**src/hdl/prf_pkg.sv**
```systemverilog
// Shared constants, types and request structures for the page replacement block.
// Depends on nothing; every other file in hdl/ imports it.
`default_nettype none

package prf_pkg;

  localparam int FRAME_COUNT = 4;
  localparam int PAGE_BITS   = 10;
  localparam int IDX_W       = (FRAME_COUNT > 1) ? $clog2(FRAME_COUNT) : 1;
  localparam int CNT_W       = $clog2(FRAME_COUNT + 1);
  localparam int FAULT_W     = 16;

  localparam logic [FAULT_W-1:0] FAULT_MAX = {FAULT_W{1'b1}};

  // Operand selection for the shared comparator.
  localparam logic CMP_SEL_PAGE = 1'b0;
  localparam logic CMP_SEL_IDX  = 1'b1;

  typedef logic [PAGE_BITS-1:0] page_t;
  typedef logic [IDX_W-1:0]     idx_t;
  typedef logic [CNT_W-1:0]     cnt_t;

  typedef struct packed {
    logic  rd_en;
    idx_t  rd_addr;
    logic  wr_en;
    idx_t  wr_addr;
    page_t wr_page;
    logic  set_used;
  } ft_req_t;

  typedef struct packed {
    logic rd_en;
    idx_t rd_addr;
    logic wr_en;
    idx_t wr_addr;
    idx_t wr_data;
  } ol_req_t;

  typedef struct packed {
    logic  sel;
    page_t page_a;
    page_t page_b;
    idx_t  idx_a;
    idx_t  idx_b;
  } cmp_req_t;

endpackage

`default_nettype wire

```
**src/hdl/page_replacement_fifo_lru.sv**
```systemverilog
// FIFO / LRU page replacement over FRAME_COUNT frames; top level with sequencer.
// One item is in work at a time, using the single shared comparator and the frame and
// order memories, each with one read and one write port; the next item is taken the
// cycle after the result enters the output register, never before the last is through.
// Synchronous active-high reset empties all frames, clears the fault count and selects
// least-recently-used mode.
`default_nettype none

module page_replacement_fifo_lru (
  input  wire logic        clk,
  input  wire logic        rst,
  input  wire logic        cfg_we,
  input  wire logic        cfg_wdata,
  input  wire logic        in_valid,
  output      logic        in_ready,
  input  wire logic [9:0]  page_number,
  output      logic        out_valid,
  input  wire logic        out_ready,
  output      logic        page_fault,
  output      logic [3:0]  frame_index,
  output      logic        evicted_valid,
  output      logic [9:0]  evicted_page,
  output      logic [15:0] fault_total
);
  import prf_pkg::*;

  // Sequencer states. The memories have registered reads, so every look-up
  // takes an issue state followed by a state that uses the data.
  localparam logic [3:0] S_IDLE     = 4'd0;
  localparam logic [3:0] S_SCAN_RD  = 4'd1;
  localparam logic [3:0] S_SCAN_CMP = 4'd2;
  localparam logic [3:0] S_FIND_RD  = 4'd3;
  localparam logic [3:0] S_FIND_CMP = 4'd4;
  localparam logic [3:0] S_VIC_RD   = 4'd5;
  localparam logic [3:0] S_VIC_PG   = 4'd6;
  localparam logic [3:0] S_VIC_WR   = 4'd7;
  localparam logic [3:0] S_SH_RD    = 4'd8;
  localparam logic [3:0] S_SH_WR    = 4'd9;
  localparam logic [3:0] S_TAIL_WR  = 4'd10;
  localparam logic [3:0] S_FILL     = 4'd11;
  localparam logic [3:0] S_RESP     = 4'd12;

  logic [3:0]         state, state_next;
  cnt_t               scan, scan_next;
  cnt_t               pos, pos_next;
  cnt_t               filled, filled_next;
  page_t              cur_page, cur_page_next;
  logic               cur_mode, cur_mode_next;
  idx_t               cur_frame, cur_frame_next;
  logic               hit, hit_next;
  logic               ev_valid, ev_valid_next;
  page_t              ev_page, ev_page_next;
  logic [FAULT_W-1:0] fault_cnt, fault_cnt_next;
  logic               policy;

  ft_req_t  ft_req;
  ol_req_t  ol_req;
  cmp_req_t cmp_req;
  page_t    ft_rd_page;
  logic     ft_rd_used;
  idx_t     ol_rd_data;
  logic     cmp_eq;
  logic     load_out;

  prf_frame_tbl u_frame_tbl (
    .clk     (clk),
    .rst     (rst),
    .req     (ft_req),
    .rd_page (ft_rd_page),
    .rd_used (ft_rd_used)
  );

  prf_order_list u_order_list (
    .clk     (clk),
    .req     (ol_req),
    .rd_data (ol_rd_data)
  );

  prf_match_unit u_match (
    .req (cmp_req),
    .eq  (cmp_eq)
  );

  // The output register is free when empty or when its item leaves now.
  assign in_ready = (state == S_IDLE);
  assign load_out = (state == S_RESP) && (!out_valid || out_ready);

  always_comb begin
    state_next     = state;
    scan_next      = scan;
    pos_next       = pos;
    filled_next    = filled;
    cur_page_next  = cur_page;
    cur_mode_next  = cur_mode;
    cur_frame_next = cur_frame;
    hit_next       = hit;
    ev_valid_next  = ev_valid;
    ev_page_next   = ev_page;
    fault_cnt_next = fault_cnt;

    ft_req  = '0;
    ol_req  = '0;
    cmp_req = '0;

    cmp_req.page_a = ft_rd_page;
    cmp_req.page_b = cur_page;
    cmp_req.idx_a  = ol_rd_data;
    cmp_req.idx_b  = cur_frame;

    case (state)
      S_IDLE: begin
        if (in_valid) begin
          cur_page_next = PAGE_BITS'(page_number);
          cur_mode_next = policy;
          scan_next     = '0;
          hit_next      = 1'b0;
          ev_valid_next = 1'b0;
          ev_page_next  = '0;
          state_next    = S_SCAN_RD;
        end
      end

      S_SCAN_RD: begin
        ft_req.rd_en   = 1'b1;
        ft_req.rd_addr = scan[IDX_W-1:0];
        state_next     = S_SCAN_CMP;
      end

      S_SCAN_CMP: begin
        cmp_req.sel = CMP_SEL_PAGE;
        if (ft_rd_used && cmp_eq) begin
          hit_next       = 1'b1;
          cur_frame_next = scan[IDX_W-1:0];
          pos_next       = '0;
          state_next     = cur_mode ? S_FIND_RD : S_RESP;
        end else if (scan == CNT_W'(FRAME_COUNT - 1)) begin
          state_next = (filled < CNT_W'(FRAME_COUNT)) ? S_FILL : S_VIC_RD;
        end else begin
          scan_next  = scan + CNT_W'(1);
          state_next = S_SCAN_RD;
        end
      end

      // Least-recently-used hit: locate the frame in the order list.
      S_FIND_RD: begin
        ol_req.rd_en   = 1'b1;
        ol_req.rd_addr = pos[IDX_W-1:0];
        state_next     = S_FIND_CMP;
      end

      S_FIND_CMP: begin
        cmp_req.sel = CMP_SEL_IDX;
        if (cmp_eq) begin
          state_next = S_SH_RD;
        end else if (pos + CNT_W'(1) >= filled) begin
          state_next = S_RESP;
        end else begin
          pos_next   = pos + CNT_W'(1);
          state_next = S_FIND_RD;
        end
      end

      // Replacement when full: the oldest frame is the victim.
      S_VIC_RD: begin
        ol_req.rd_en   = 1'b1;
        ol_req.rd_addr = '0;
        state_next     = S_VIC_PG;
      end

      S_VIC_PG: begin
        cur_frame_next = ol_rd_data;
        ft_req.rd_en   = 1'b1;
        ft_req.rd_addr = ol_rd_data;
        state_next     = S_VIC_WR;
      end

      S_VIC_WR: begin
        ev_valid_next  = 1'b1;
        ev_page_next   = ft_rd_page;
        ft_req.wr_en   = 1'b1;
        ft_req.wr_addr = cur_frame;
        ft_req.wr_page = cur_page;
        pos_next       = '0;
        state_next     = S_SH_RD;
      end

      // Move the entry at pos to the newest end, each shift taking a read state and a write state.
      S_SH_RD: begin
        if (pos + CNT_W'(1) < filled) begin
          ol_req.rd_en   = 1'b1;
          ol_req.rd_addr = IDX_W'(pos + CNT_W'(1));
          state_next     = S_SH_WR;
        end else begin
          state_next = S_TAIL_WR;
        end
      end

      S_SH_WR: begin
        ol_req.wr_en   = 1'b1;
        ol_req.wr_addr = pos[IDX_W-1:0];
        ol_req.wr_data = ol_rd_data;
        pos_next       = pos + CNT_W'(1);
        state_next     = S_SH_RD;
      end

      S_TAIL_WR: begin
        ol_req.wr_en   = 1'b1;
        ol_req.wr_addr = IDX_W'(filled - CNT_W'(1));
        ol_req.wr_data = cur_frame;
        state_next     = S_RESP;
      end

      // Miss with a free frame: frames fill in index order.
      S_FILL: begin
        cur_frame_next  = filled[IDX_W-1:0];
        ft_req.wr_en    = 1'b1;
        ft_req.wr_addr  = filled[IDX_W-1:0];
        ft_req.wr_page  = cur_page;
        ft_req.set_used = 1'b1;
        ol_req.wr_en    = 1'b1;
        ol_req.wr_addr  = filled[IDX_W-1:0];
        ol_req.wr_data  = filled[IDX_W-1:0];
        filled_next     = filled + CNT_W'(1);
        state_next      = S_RESP;
      end

      S_RESP: begin
        if (load_out) begin
          if (!hit && (fault_cnt != FAULT_MAX)) begin
            fault_cnt_next = fault_cnt + FAULT_W'(1);
          end
          state_next = S_IDLE;
        end
      end

      default: begin
        state_next = S_IDLE;
      end
    endcase
  end

  always_ff @(posedge clk) begin
    if (rst) begin
      state     <= S_IDLE;
      filled    <= '0;
      fault_cnt <= '0;
      policy    <= 1'b1;
      out_valid <= 1'b0;
    end else begin
      state     <= state_next;
      filled    <= filled_next;
      fault_cnt <= fault_cnt_next;
      if (cfg_we) begin
        policy <= cfg_wdata;
      end
      if (load_out) begin
        out_valid <= 1'b1;
      end else if (out_ready) begin
        out_valid <= 1'b0;
      end
    end
  end

  // Working registers and result payload need no reset.
  always_ff @(posedge clk) begin
    scan      <= scan_next;
    pos       <= pos_next;
    cur_page  <= cur_page_next;
    cur_mode  <= cur_mode_next;
    cur_frame <= cur_frame_next;
    hit       <= hit_next;
    ev_valid  <= ev_valid_next;
    ev_page   <= ev_page_next;
    if (load_out) begin
      page_fault    <= !hit;
      frame_index   <= 4'(cur_frame);
      evicted_valid <= ev_valid;
      evicted_page  <= 10'(ev_page);
      fault_total   <= fault_cnt_next;
    end
  end

  a_busy_after_accept: assert property (@(posedge clk) disable iff (rst)
    (in_valid && in_ready) |=> !in_ready)
    else $error("new item taken while the previous one is still in work");

  a_filled_bound: assert property (@(posedge clk) disable iff (rst)
    filled <= CNT_W'(FRAME_COUNT))
    else $error("occupied frame count beyond the number of frames");

  a_fault_step: assert property (@(posedge clk) disable iff (rst)
    !rst |=> (fault_cnt == $past(fault_cnt) || fault_cnt == $past(fault_cnt) + FAULT_W'(1)))
    else $error("fault count moved by more than one");

  a_evict_is_fault: assert property (@(posedge clk) disable iff (rst)
    (out_valid && evicted_valid) |-> page_fault)
    else $error("eviction reported on a hit");

endmodule

`default_nettype wire

```
**src/hdl/prf_frame_tbl.sv**
```systemverilog
// Frame table: page number per frame in a memory with one read and one write port, plus occupancy flags.
// Depends on prf_pkg.
`default_nettype none

module prf_frame_tbl (
  input  wire logic            clk,
  input  wire logic            rst,
  input  wire prf_pkg::ft_req_t req,
  output      prf_pkg::page_t  rd_page,
  output      logic            rd_used
);
  import prf_pkg::*;

  page_t mem [FRAME_COUNT];
  logic [FRAME_COUNT-1:0] used;

  always_ff @(posedge clk) begin
    if (req.wr_en) begin
      mem[req.wr_addr] <= req.wr_page;
    end
    if (req.rd_en) begin
      rd_page <= mem[req.rd_addr];
      rd_used <= used[req.rd_addr];
    end
  end

  // Occupancy flags are cleared at once by reset; frames are never emptied.
  always_ff @(posedge clk) begin
    if (rst) begin
      used <= '0;
    end else if (req.wr_en && req.set_used) begin
      used[req.wr_addr] <= 1'b1;
    end
  end

endmodule

`default_nettype wire

```
**src/hdl/prf_order_list.sv**
```systemverilog
// Order list of frame indices, oldest first, held in a memory with one read and one write port.
// Depends on prf_pkg.
`default_nettype none

module prf_order_list (
  input  wire logic            clk,
  input  wire prf_pkg::ol_req_t req,
  output      prf_pkg::idx_t   rd_data
);
  import prf_pkg::*;

  idx_t mem [FRAME_COUNT];

  always_ff @(posedge clk) begin
    if (req.wr_en) begin
      mem[req.wr_addr] <= req.wr_data;
    end
    if (req.rd_en) begin
      rd_data <= mem[req.rd_addr];
    end
  end

endmodule

`default_nettype wire

```
**src/hdl/prf_match_unit.sv**
```systemverilog
// Shared equality comparator, used for page look-up and for order-list search.
// Depends on prf_pkg.
`default_nettype none

module prf_match_unit (
  input  wire prf_pkg::cmp_req_t req,
  output      logic             eq
);
  import prf_pkg::*;

  always_comb begin
    case (req.sel)
      CMP_SEL_PAGE: eq = (req.page_a == req.page_b);
      CMP_SEL_IDX:  eq = (req.idx_a == req.idx_b);
      default:      eq = 1'b0;
    endcase
  end

endmodule

`default_nettype wire
```
**config.mk**
```make
export PLATFORM = sky130hd
export DESIGN_NAME = page_replacement_fifo_lru
export DESIGN_NICKNAME = d
export VERILOG_FILES = /design/src/hdl/prf_pkg.sv /design/src/hdl/page_replacement_fifo_lru.sv /design/src/hdl/prf_frame_tbl.sv /design/src/hdl/prf_order_list.sv /design/src/hdl/prf_match_unit.sv
export SDC_FILE = /design/constraint.sdc
export NUM_CORES = 1
export LEC_CHECK = 0
export BUFFER_PORTS_ARGS = -buffer_cell sky130_fd_sc_hd__buf_2
export CORE_MARGIN = 1
export CORE_UTILIZATION = 55
export CTS_BUF_LIST = sky130_fd_sc_hd__clkbuf_8
export CTS_CLUSTER_DIAMETER = 200
export CTS_CLUSTER_SIZE = 14
export DETAILED_ROUTE_END_ITERATION = 7
export PLACE_DENSITY = 0.82
export SETUP_SLACK_MARGIN = 0.4
export SYNTH_ARGS = -nofsm -noshare
export SYNTH_HDL_FRONTEND = slang
export SYNTH_HIERARCHICAL = 1
export SYNTH_SLANG_ARGS = --single-unit
```
**constraint.sdc**
```tcl
create_clock -name clk -period 3.1 [get_ports clk]
set_input_delay 0.155 -clock clk [delete_from_list [all_inputs] [get_ports clk]]
set_output_delay 0.155 -clock clk [all_outputs]
set_load 0.05 [all_outputs]
```
Yosys cells after proc, flatten, opt, wreduce, memory -nomap -nowiden --
Memory sizes are Yosys's and may differ from the RTL's. A register that Yosys moved wholly into a read port is not among the register bits. Index checks and enable logic that the tools add are counted.
Word-level totals: bits in registers 91, memory bits (writable) 48, input port bits 16, output and inout bits 34, word-level logic and storage cells 128, memories kept 2
Memory list:
- u_frame_tbl.mem | words 4, width 10, read ports 1, clocked after Yosys merged registers in 1, write ports 1, line prf_frame_tbl.sv:14 | page_t mem [FRAME_COUNT];
- u_order_list.mem | words 4, width 2, read ports 1, clocked after Yosys merged registers in 1, write ports 1, line prf_order_list.sv:12 | idx_t mem [FRAME_COUNT];
Cells by class: add/subtract/negate cells 5, magnitude comparators 6, equality and inequality tests 23, mux-type cells 47, bitwise logic cells 2, reductions and logical operators 23
Operators with widths (count):
- 2-to-1 mux 16 bit | 3
- one-hot mux 4 bit (11 select lines) | 1
- 2-to-1 mux 4 bit | 8
- one-hot mux 13 bit (2 select lines) | 1
- 2-to-1 mux 3 bit | 7
- == test 4 bit (second input constant) | 5
- one-hot mux 10 bit (2 select lines) | 1
- adder 16 x 1 -> 16 bit (second input constant) | 1
- == test 4 x 3 -> 1 bit (second input constant) | 4
- != test 16 bit (second input constant) | 1
- one-hot mux 5 bit (3 select lines) | 1
- != test 2 bit (second input constant) | 7
- 2-to-1 mux 1 bit | 12
- one-hot mux 3 bit (2 select lines) | 2
- one-hot mux 3 bit (4 select lines) | 1
- == test 10 bit | 1
- 2-to-1 mux 10 bit | 1
- adder 3 x 1 -> 3 bit (second input constant) | 3
- one-hot mux 3 bit (3 select lines) | 1
- == test 4 x 2 -> 1 bit (second input constant) | 2
- AND reduction 2 bit | 4
- AND reduction 4 bit | 2
- less-than comparator 2 x 3 -> 1 bit (second input constant) | 2
- one-hot mux 1 bit (2 select lines) | 3
- 23 further kinds | 32

Logic depth before layout (Yosys ltp) --
word-level depth 7, mapped depth 10, depth with buffers taken out 9

Cells and area by module --
Netlist, hierarchy kept.
Modules (own cells, without submodules):
- page_replacement_fifo_lru | instances 1, cells each 358, area an instance 4023.9 µm², sequential area each 2332.2 µm²
- prf_frame_tbl | instances 1, cells each 84, area an instance 1976.9 µm², sequential area each 1611.5 µm²
- prf_order_list | instances 1, cells each 16, area an instance 384.1 µm², sequential area each 300.3 µm²
- prf_match_unit | instances 1, cells each 17, area an instance 136.4 µm², sequential area each 0.0 µm²

Least setup slack after synthesis --
Ideal clock, no wire load.
path type reg2reg, start point register state[3], end point register ev_page[0], enable pin, setup time 0.353 ns, arrival time 2.895 ns, required time 2.747 ns, path slack -0.148 ns, cell stages (with the launch flop) 5, buffers on the path 1, clock period less this slack 3.248 ns, cells stage by stage dfxtp_1 clkbuf_1 nor4_1 nand2_1 nand2b_1
On the way: longest elaborated chain between the ends 3, elaborated cells on any way between the ends 5, those cells by class eq/ne (2); reduce/logical (3)
Ends and longest elaborated chain:
- from (decl) | line page_replacement_fifo_lru.sv:43 | logic [3:0] state, state_next;
- from (signal assigned) | line page_replacement_fifo_lru.sv:250 | state <= state_next;
- logical NOT 4 bit *
- net in_ready | line page_replacement_fifo_lru.sv:15 | output logic in_ready,
- != test 2 bit (no source line) / nonzero test 2 bit (equally long branches)
- AND reduction 2 bit (no source line) *
- to (signal assigned) | line page_replacement_fifo_lru.sv:273 | ev_page <= ev_page_next;
- to (decl) | line page_replacement_fifo_lru.sv:52 | page_t ev_page, ev_page_next;
Mark *: on every way through the listed nets, which the timed path passes. The rest lies on a longest branch. A chain may end at the register's enable or synchronous reset.

==> results.cfg <==
[timing]
maxSlewHeadroom_pct = 57.1
timing.final.hold_violations = 0
maxSlewViolCount = 0
minimum_period_implied_by_the_final_worst_setup_slack_ns = 2.68
rsz0062_at_grt = true
fmax_mhz = 373
finalClockSkew_ns = 0.0100
setup_viol = 0
hold_ws_ns = 0.0479
period_share_pct = 86.5
setup_tns_ns = 0
worst_pin_slew_ns = 0.644

[final_layout]
layout-area-overhead-vs-synth_pct = 15.6
multiInputGateArea_um2 = 2190
num-fill-cells = 796
post_route_cells_drive_above_1_share_pct = 23.5
regArea_um2 = 4240
final-instance-count-excl-fill = 710
num-nets-final = 578
diodes = 0
fin_util_pct = 65.8

[global_route]
grt_pass1_vias = 4062
groute.layer.met1.usage_pct = 27.3
busiest_layer = met2
grt.overflow.total = 0
gr-usage-all-layers_pct = 21.1
met2_layer_usage_reported_by_global_route_pct = 33.3
grt_pass1_wl_um = 20000
antenna_found_initial = 0
global_route.usage.met3_pct = 5.03
grt_start_max_net_pins = 34

[worst_setup_path]
crit_required_ns = 3.29
worst_path_dominant_cell_family = adder cells
timing.critical_path.cells = ha_4 > xor2_2 > ha_1 > o21ai_1 > nand2b_1 > or4_4 > a21oi_4 > mux4_2
timing.rr.start = pos[1]
worstPathArrival_ns = 2.87
worst-path-buf-inv = 0
crit_path_end_kind = flop
largest_fanout_on_the_critical_path = 3
critical-path-slowest-cell = mux4_2
max_stage_delay_ns = 0.51
worst_setup_path_start_kind = flop
timing.reg2reg.worst_path_depth = 8
timing_worst_setup_path_type = flop to flop
r2r_end = u_order_list/rd_data[0]
r2r_slack_ns = 0.42

[hold_path]
min_to = out_valid
hold-path-cell-count = 3
holdCritPathClass = input pin to flop
min-delay-start = out_ready

[die]
io-pin-count = 50
number_of_core_rows = 39
die-height_um = 111
fp.coreArea_um2 = 11500
die-width_um = 111
floorplan.initialDensity_pct = 56.9
die_outline_area_um2 = 12300

[outcome]
run_status = complete, no violations

[synthesis]
synth_top_flop_cell = edfxtp_1
async_flop_share_pct = 0
yosysSeqAreaShare_pct = 65.1
netlist-cell-type-count = 57
post_synth_inst_count = 475
cell_area_after_synthesis_um2 = 6520
yosysWarnings = 6
synth_area_per_cell_um2 = 13.7
seq_cells_post_synth = 151
synth_edf_count = 122

[clock_network]
clkSlewWorstSetupHoldPaths_ns = 0.08
max-clock-path-buffers = 2
numCtsBuffers = 17
worstSkewPairLatency_ns = 0.45
clock_tree.htree_level_count = 4
clock-sinks = 151
clk_root_buffer_cell = clkbuf_8
tritoncts = built

[power]
totalPowerFinal_w = 0.00478
power.ir.vdd_worst_v = 0.000380
p_per_area_nw_per_um2 = 634
leak_pwr_nw = 2.63

[detailed_routing]
drc = 0
drt-initial-drc-count = 463
first_pass_iters = 5
detail_route.wirelength_um = 12300
post_drt_antenna_nets = 0
vias_per_cell = 5.83
wire_per_inst_um = 17.3
detailroute.via_count = 4136

[placed_design]
post-place-cells = 661
io_buffers = 47
hpwlAfterDp_um = 8250
place.gp.congestion = 0.898

[job]
timing.max_cap.violations = 0
==> logic make-up (layout without fill, tap and decap cells) <==
family                   count (synthesis)  count (layout)  synth area share, %
flip-flops                             151             151                 65.1
XOR/XNOR                                32              32                 4.30
adder cells (fa/ha/maj)                  8               8                 1.53
AND/OR/NAND/NOR                        180             180                 16.1
multiplexers                            21              21                 6.06
other                                    1               2               0.0575
AO/OA/AOI/OAI                           47              47                 4.43
buffers and inverters                   35             126                 2.44
==> how the worst max path moves through the flow <==
stage / start / to / cells past startpoint
after global placement: pos[0] / u_order_list/rd_data[1] / 8
after detailed placement: pos[0] / u_order_list/rd_data[0] / 8
after floorplan: pos[0] / u_order_list/rd_data[0] / 8
after CTS: pos[0] / u_order_list/rd_data[0] / 8
final: pos[1] / u_order_list/rd_data[0] / 8
after global routing: pos[1] / u_order_list/rd_data[0] / 8
==> worst min-delay path, stage by stage <==
cell and delay, ns:
buf_2 0.08, nand2b_1 0.13, a21oi_1 0.07
==> cells in the final DEF (no fill, tap or decap), drive strengths merged, types with 15 or more instances in the layout <==
cell	count
edfxtp	122
buf	69
nor2	37
dfxtp	29
nand2	28
nor2b	26
and2	21
inv	20
xnor2	18
clkbuf	17
a21oi	15
==> Yosys cell counts (4+ instances only) <==
library cell / instances / area [um^2]
nand2_1: 28 / 105
inv_1: 13 / 48.8
and2_1: 21 / 131
a21oi_1: 15 / 75.1
xnor2_1: 18 / 158
nor2b_1: 26 / 163
nand3_1: 8 / 40.0
dfxtp_1: 29 / 581
nand2b_1: 10 / 62.6
buf_2: 4 / 20.0
nand4_1: 7 / 43.8
clkbuf_1: 13 / 48.8
xor2_1: 14 / 123
o21ai_0: 12 / 60.1
nor3_1: 8 / 40.0
a22oi_1: 5 / 37.5
ha_1: 8 / 100
nor2_1: 37 / 139
edfxtp_1: 122 / 3660
and3_1: 7 / 43.8
mux4_2: 10 / 225
==> per-layer routing <==
metal / vias up / share of wire (%) / wire length (um)
li1: 1897 / - / -
met1: 2008 / 42 / 5110
met2: 192 / 49 / 6060
met3: 39 / 6.2 / 761
met4: 0 / 3.0 / 364
met5: - / 0 / 0
==> per-stage QoR <==
stage | cell area [um^2] | setup slack [ns]
6_report | 7540 | 0.420
2_1_floorplan | 6540 | 0.400
3_5_place_dp | 6970 | 0.210
4_1_cts | 7480 | 0.311
5_1_grt | 7540 | 0.306
3_3_place_gp | 6970 | 0.312
==> power breakdown <==
group | total, W | internal [W] | switching (W)
logic | 0.000918 | 0.000347 | 0.000571
clock network | 0.00135 | 0.000571 | 0.000776
registers | 0.00252 | 0.00241 | 0.000102
==> flip-flops by register name (all words and copies together) (netlist names), 2 cells and up <==
register	flops
state	4
u_order_list/rd_data	2
frame_index	2
filled	3
u_frame_tbl/mem	40
pos	3
cur_frame	2
cur_page	10
u_frame_tbl/used	4
scan	3
evicted_page	10
fault_total	16
ev_page	10
u_order_list/mem	8
fault_cnt	16
u_frame_tbl/rd_page	10
==> final cells by class <==
class / count / area share, %
sequential: 151 / 56.3
multi-input combinational: 290 / 29.1
timing repair buffer: 81 / 6.90
clock buffer: 17 / 3.10
tap: 143 / 2.37
clock inverter: 15 / 1.61
inverter: 13 / 0.647
==> repair_timing <==
item                                   4_1_cts  5_1_grt
pin swaps                                    2        3
buffers inserted                             4        1
gates resized for setup                      1        7
hold buffers                                12        0
endpoints found under the hold margin       11        0
setup endpoints to repair                    5        8
Note: power is estimated with default switching activity, not from simulation.
